===== src/sv/cmr_pkg.sv =====
// Package for the cluster merge and relabel block: word types, request codes,
// register indexes and size constants. No dependencies.
`timescale 1ns / 1ps
`default_nettype none
package cmr_pkg;

  localparam int MAX_CLUSTERS_DEF = 64;
  localparam int LABEL_W          = 7;
  localparam int INDEX_W          = 6;
  localparam int SCORE_W          = 16;

  localparam logic [1:0] REQ_SCORE   = 2'd0;
  localparam logic [1:0] REQ_RESOLVE = 2'd1;
  localparam logic [1:0] REQ_LABEL   = 2'd2;
  localparam logic [1:0] REQ_SPARE   = 2'd3;

  localparam logic REG_THRESH = 1'b0;
  localparam logic REG_COUNT  = 1'b1;

  localparam logic KIND_SUMMARY = 1'b0;
  localparam logic KIND_LABEL   = 1'b1;

  localparam logic [SCORE_W-1:0] THRESH_RESET = 16'd29491;
  localparam logic [LABEL_W-1:0] COUNT_RESET  = 7'd64;

  typedef struct packed {
    logic [1:0]                req_type;
    logic [INDEX_W-1:0]        row_index;
    logic [INDEX_W-1:0]        col_index;
    logic signed [SCORE_W-1:0] score;
    logic [LABEL_W-1:0]        old_label;
  } in_word_t;

  typedef struct packed {
    logic               result_kind;
    logic [LABEL_W-1:0] merged_label;
    logic [LABEL_W-1:0] clusters_used;
    logic               label_error;
  } out_word_t;

  // per-cycle commands from the sequencer to every cell
  typedef struct packed {
    logic clr;      // drop all merge bits
    logic init;     // load root candidate with own index, zero the label
    logic set_en;   // score entry sets one merge bit
    logic clos_en;  // closure step: OR in the pivot row
    logic root_en;  // root step: take a smaller root from the pivot
    logic num_en;   // numbering step: capture the dense label
  } cell_ctl_t;

endpackage
`default_nettype wire


===== src/sv/cmr_cell.sv =====
// One cell of the cluster chain: holds the merge row, root candidate and final
// label of one cluster. Depends on cmr_pkg.
`timescale 1ns / 1ps
`default_nettype none
module cmr_cell import cmr_pkg::*; #(
  parameter int MAX_CLUSTERS = MAX_CLUSTERS_DEF,
  parameter int IDX          = 0,
  parameter int IDX_W        = $clog2(MAX_CLUSTERS),
  parameter int CNT_W        = $clog2(MAX_CLUSTERS + 1)
) (
  input  wire                    clk,
  input  wire                    rst_n,
  input  cell_ctl_t              ctl,
  input  wire [IDX_W-1:0]        set_row,
  input  wire [IDX_W-1:0]        set_col,
  input  wire [IDX_W-1:0]        step,
  input  wire [CNT_W-1:0]        k_act,
  input  wire [MAX_CLUSTERS-1:0] piv_row,
  input  wire [IDX_W-1:0]        root_val,
  input  wire [LABEL_W-1:0]      num_val,
  output logic [MAX_CLUSTERS-1:0] row_q,
  output logic [IDX_W-1:0]        cand_q,
  output logic [LABEL_W-1:0]      flab_q
);

  localparam logic [IDX_W-1:0] MY_IDX = IDX_W'(IDX);

  logic [MAX_CLUSTERS-1:0] row_r;
  logic [IDX_W-1:0]        cand_r;
  logic [LABEL_W-1:0]      flab_r;
  logic                    active;

  assign active = CNT_W'(IDX) < k_act;

  always_ff @(posedge clk) begin
    if (!rst_n) begin
      row_r <= '0;
    end else if (ctl.clr) begin
      row_r <= '0;
    end else if (ctl.set_en && set_row == MY_IDX) begin
      row_r[set_col] <= 1'b1;
    end else if (ctl.clos_en && active && row_r[step]) begin
      row_r <= row_r | piv_row;
    end
  end

  always_ff @(posedge clk) begin
    if (ctl.init) begin
      cand_r <= MY_IDX;
      flab_r <= '0;
    end else begin
      if (ctl.root_en && active && MY_IDX > step && row_r[step] && root_val < cand_r) begin
        cand_r <= root_val;
      end
      if (ctl.num_en && active && cand_r == step) begin
        flab_r <= num_val;
      end
    end
  end

  assign row_q  = row_r;
  assign cand_q = cand_r;
  assign flab_q = flab_r;

endmodule
`default_nettype wire


===== config.mk =====
export PLATFORM = sky130hd
export DESIGN_NAME = cmr_cell
export DESIGN_NICKNAME = d
export VERILOG_FILES = /design/src/sv/cmr_pkg.sv /design/src/sv/cmr_cell.sv
export SDC_FILE = /design/constraint.sdc
export NUM_CORES = 1
export LEC_CHECK = 0
export BUFFER_PORTS_ARGS = -buffer_cell sky130_fd_sc_hd__buf_2
export CAP_MARGIN = 20
export CORE_UTILIZATION = 42
export CTS_CLUSTER_SIZE = 25
export DETAILED_ROUTE_END_ITERATION = 7
export PLACE_DENSITY = 0.85
export SETUP_SLACK_MARGIN = 0.15
export SLEW_MARGIN = 40
export SYNTH_ARGS = -nofsm -noshare
export SYNTH_HDL_FRONTEND = slang
export SYNTH_SLANG_ARGS = --single-unit

===== constraint.sdc =====
create_clock -name clk -period 1.9 [get_ports clk]
set_input_delay 0.19 -clock clk [delete_from_list [all_inputs] [get_ports clk]]
set_output_delay 0.19 -clock clk [all_outputs]
set_load 0.02 [all_outputs]

==> summary.md <==
| Metric | Value |
|---|---|
| Total power | 3.782 mW |
| DRT antenna net count | 0 |
| Share of power burned in registers | 44.2% |
| Vias in the first global route | 4342 |
| Die H | 97.57 um |
| P_int | 2.705 mW |
| End-of-flow core utilization | 70.05% |
| Simple-gate share of the synthesized area | 20.03% |
| DP HPWL | 10.70 mm |
| Placed inst area | 5592 sq um |
| Net Sw Power | 1.077 mW |
| Setup tns final | -13970 ps |
| Initial detailed-routing violation count | 346 |
| Adder-cell share of the synthesized area | 0% |
| Slew headroom | 45.88% |
| Combinational cell fraction of total power | 19.3% |
| Fin Hold WS | 63.27 ps |
| Top FF cell, synth | dfxtp_1 |
| CP Launch Type | flop |
| Dpl cells | 739 |
| Clk root buf | clkbuf_8 |
| Routability cong. | 0.8993 |
| Commonest non-fill, non-tap cell in the layout | buf_2 |
| Clock buffer depth | 2 |
| TritonCTS buffer count | 9 |
| Grt ovf | 0 |
| Worst-path clk slew | 90 ps |
| ANT cells | 0 |
| Max Clock Freq | 465.0 MHz |
| Input/output buffers | 179 |
| Core region area | 8763 sq um |
| Fillcell total | 617 |
| Clock Sink Count | 77 |
| Synthesized Nets | 518 |
| Mean post-synth cell area | 9.402 sq um |
| Period utilisation layout | 113.2% |
| Largest family of logic cells by synthesized area | simple AND/OR/NAND/NOR gates |
| Critical path class | flop to flop |
| Via count | 4598 |
| Final Hold Viols | 0 |
| Unique cell type count in the Yosys netlist | 34 |
| Final Max Tran Viols | 0 |
| Max Cap Viol | 0 |
| Outcome | finished with violations |
| Mux share of post-synthesis cell area | 13.57% |
| Share of cells above drive strength 1 | 57.10% |
| Post-synth EDFFs | 0 |
| Worst-Skew Late Latency | 360 ps |
| Cells after Synth | 408 |
| Cell Pwr Density | 616.2 nW/um^2 |
| Maximum vdd drop | 0.0005306 V |
| Setup-failing EPs final | 64 |
| Pre-antenna DRT Iters | 6 |
| Fin Clk Skew | 13.53 ps |
| Initial antenna violation count | 0 |
| CTS tree | built |
| Layout Cells excl Fill | 763 |
| Register area share after synthesis | 40.18% |
| Die ar. | 9520 sq um |
| Starting Density | 43.77% |
| Gr usage total | 30.06% |
| Chip width | 97.57 um |
| Design area | 6138 sq um |
| Critical path data required time | 2120 ps |
| Nets@finish | 761 |
| XOR/XNOR share of the synthesized area | 1.370% |
| Commonest cells after routing, fill and taps aside | buf_2 (179), nand2_1 (137), dfxtp_1 (70) |
| Layout Area Growth over Synthesis | 60.01% |
| Actual slew at the worst max-slew pin | 809.3 ps |
| CP Max Fanout | 7 |
| Failing checks | setup timing |
| Synth Area in Compound Gates | 19.21% |
| Worst Path Arrival | 2370 ps |
| Htree depth | 3 |
| Final setup margin | -250.4 ps |
| Largest net degree at the start of global routing | 39 |
| Sw Ratio | 28.47% |
| DR vias/cell | 6.026 |
| Synth warn | 0 |
| First-pass GRT wire length | 22.31 mm |
| # rows | 34 |
| Top Ports | 187 |
| Worst setup EP type | flop |
| Yosys reg bits | 77 |
| Asr flop ratio synth | 0% |
| DP Worst Slack | -462.5 ps |
| Post-layout min period | 2150 ps |
| Clock power frac | 36.5% |
| Mapped Area | 3836 sq um |
| Pleak | 2.652 nW |
| Hold crit path type | input pin to flop |
| Post-Route WL | 16.45 mm |
| RSZ-0062 raised after global routing | yes |
| DRC | 0 |
| Drt wl/cell | 21.56 um |
-- synthesized netlist by cell type, types with 2 or more instances --
cell type	instances	area share (%)
nor2_1	17	1.7
buf_6	8	2.3
clkbuf_1	17	1.7
o221ai_1	47	11
o22ai_1	2	0.33
nand3b_1	4	0.78
dfxtp_1	77	40
inv_1	5	0.49
a21oi_1	2	0.26
xnor2_1	6	1.4
nand3_1	5	0.65
nand2_1	137	13
buf_1	3	0.29
o221ai_2	17	6.7
nor2b_1	7	1.1
mux4_2	12	7.0
mux2i_1	25	6.5
-- critical path: stages, from the launching register on --
cell and delay [ps]:
dfxtp_1 380, mux4_2 520, o22ai_1 260, a21oi_2 80, a32oi_4 290, buf_8 200, buf_6 170, o221ai_2 100
-- power groups by stage --
stage / clock (mW) / sequential, mW / combinational (mW)
floorplan: 0 / 1.75 / 0.287
global placement: 0 / 1.71 / 0.589
detailed placement: 0 / 1.71 / 0.606
CTS: 1.36 / 1.67 / 0.614
global route: 1.47 / 1.68 / 0.760
finish: 1.38 / 1.67 / 0.731
-- worst paths after layout --
path,startpoint,end,slack (ps),cells after the start
worst max-delay path,row_q[25],row_q[48],-250,7
worst min-delay path,num_val[6],flab_q[6],60,3
worst max register to register,row_q[25],row_q[48],-250,7
worst min register to register,cand_q[3],cand_q[3],460,2
-- registers in the layout (all words and copies together) (netlist names) --
register,cells
cand_q,6
flab_q,7
row_q,64
-- cells by family after synthesis --
kind of cell    Yosys count
compound gates           71
xor+xnor                  6
buf+inv                  36
flops                    77
mux                      37
simple gates            181
-- layout make-up --
| type | instances | area [sq um] | area share [%] |
|---|---|---|---|
| Multi-Input combinational cell | 295 | 2485 | 40.48 |
| Timing Repair Buffer | 263 | 1737 | 28.29 |
| Sequential cell | 77 | 1550 | 25.25 |
| Tap cell | 108 | 135.1 | 2.201 |
| Clock buffer | 9 | 123.9 | 2.018 |
| Clock inverter | 6 | 88.84 | 1.447 |
| Inverter | 5 | 18.77 | 0.3057 |
-- layer usage --
metal	global-route usage, %	share of wire (%)	up-vias	routed length [um]
met5	0	0	-	0
met3	7.626	10	91	1675
met1	36.22	36	2157	5918
li1	-	-	1990	-
met4	15.16	5.6	0	919
met2	49.54	48	360	7938
-- repair_timing --
action                     CTS  global route
gates resized for setup      2            25
hold buffers                 0             0
cloned                       0             7
pin swaps                    1            16
setup buffers                0             2
setup endpoints to repair   64            67
Power figures use the tool's default switching activity.
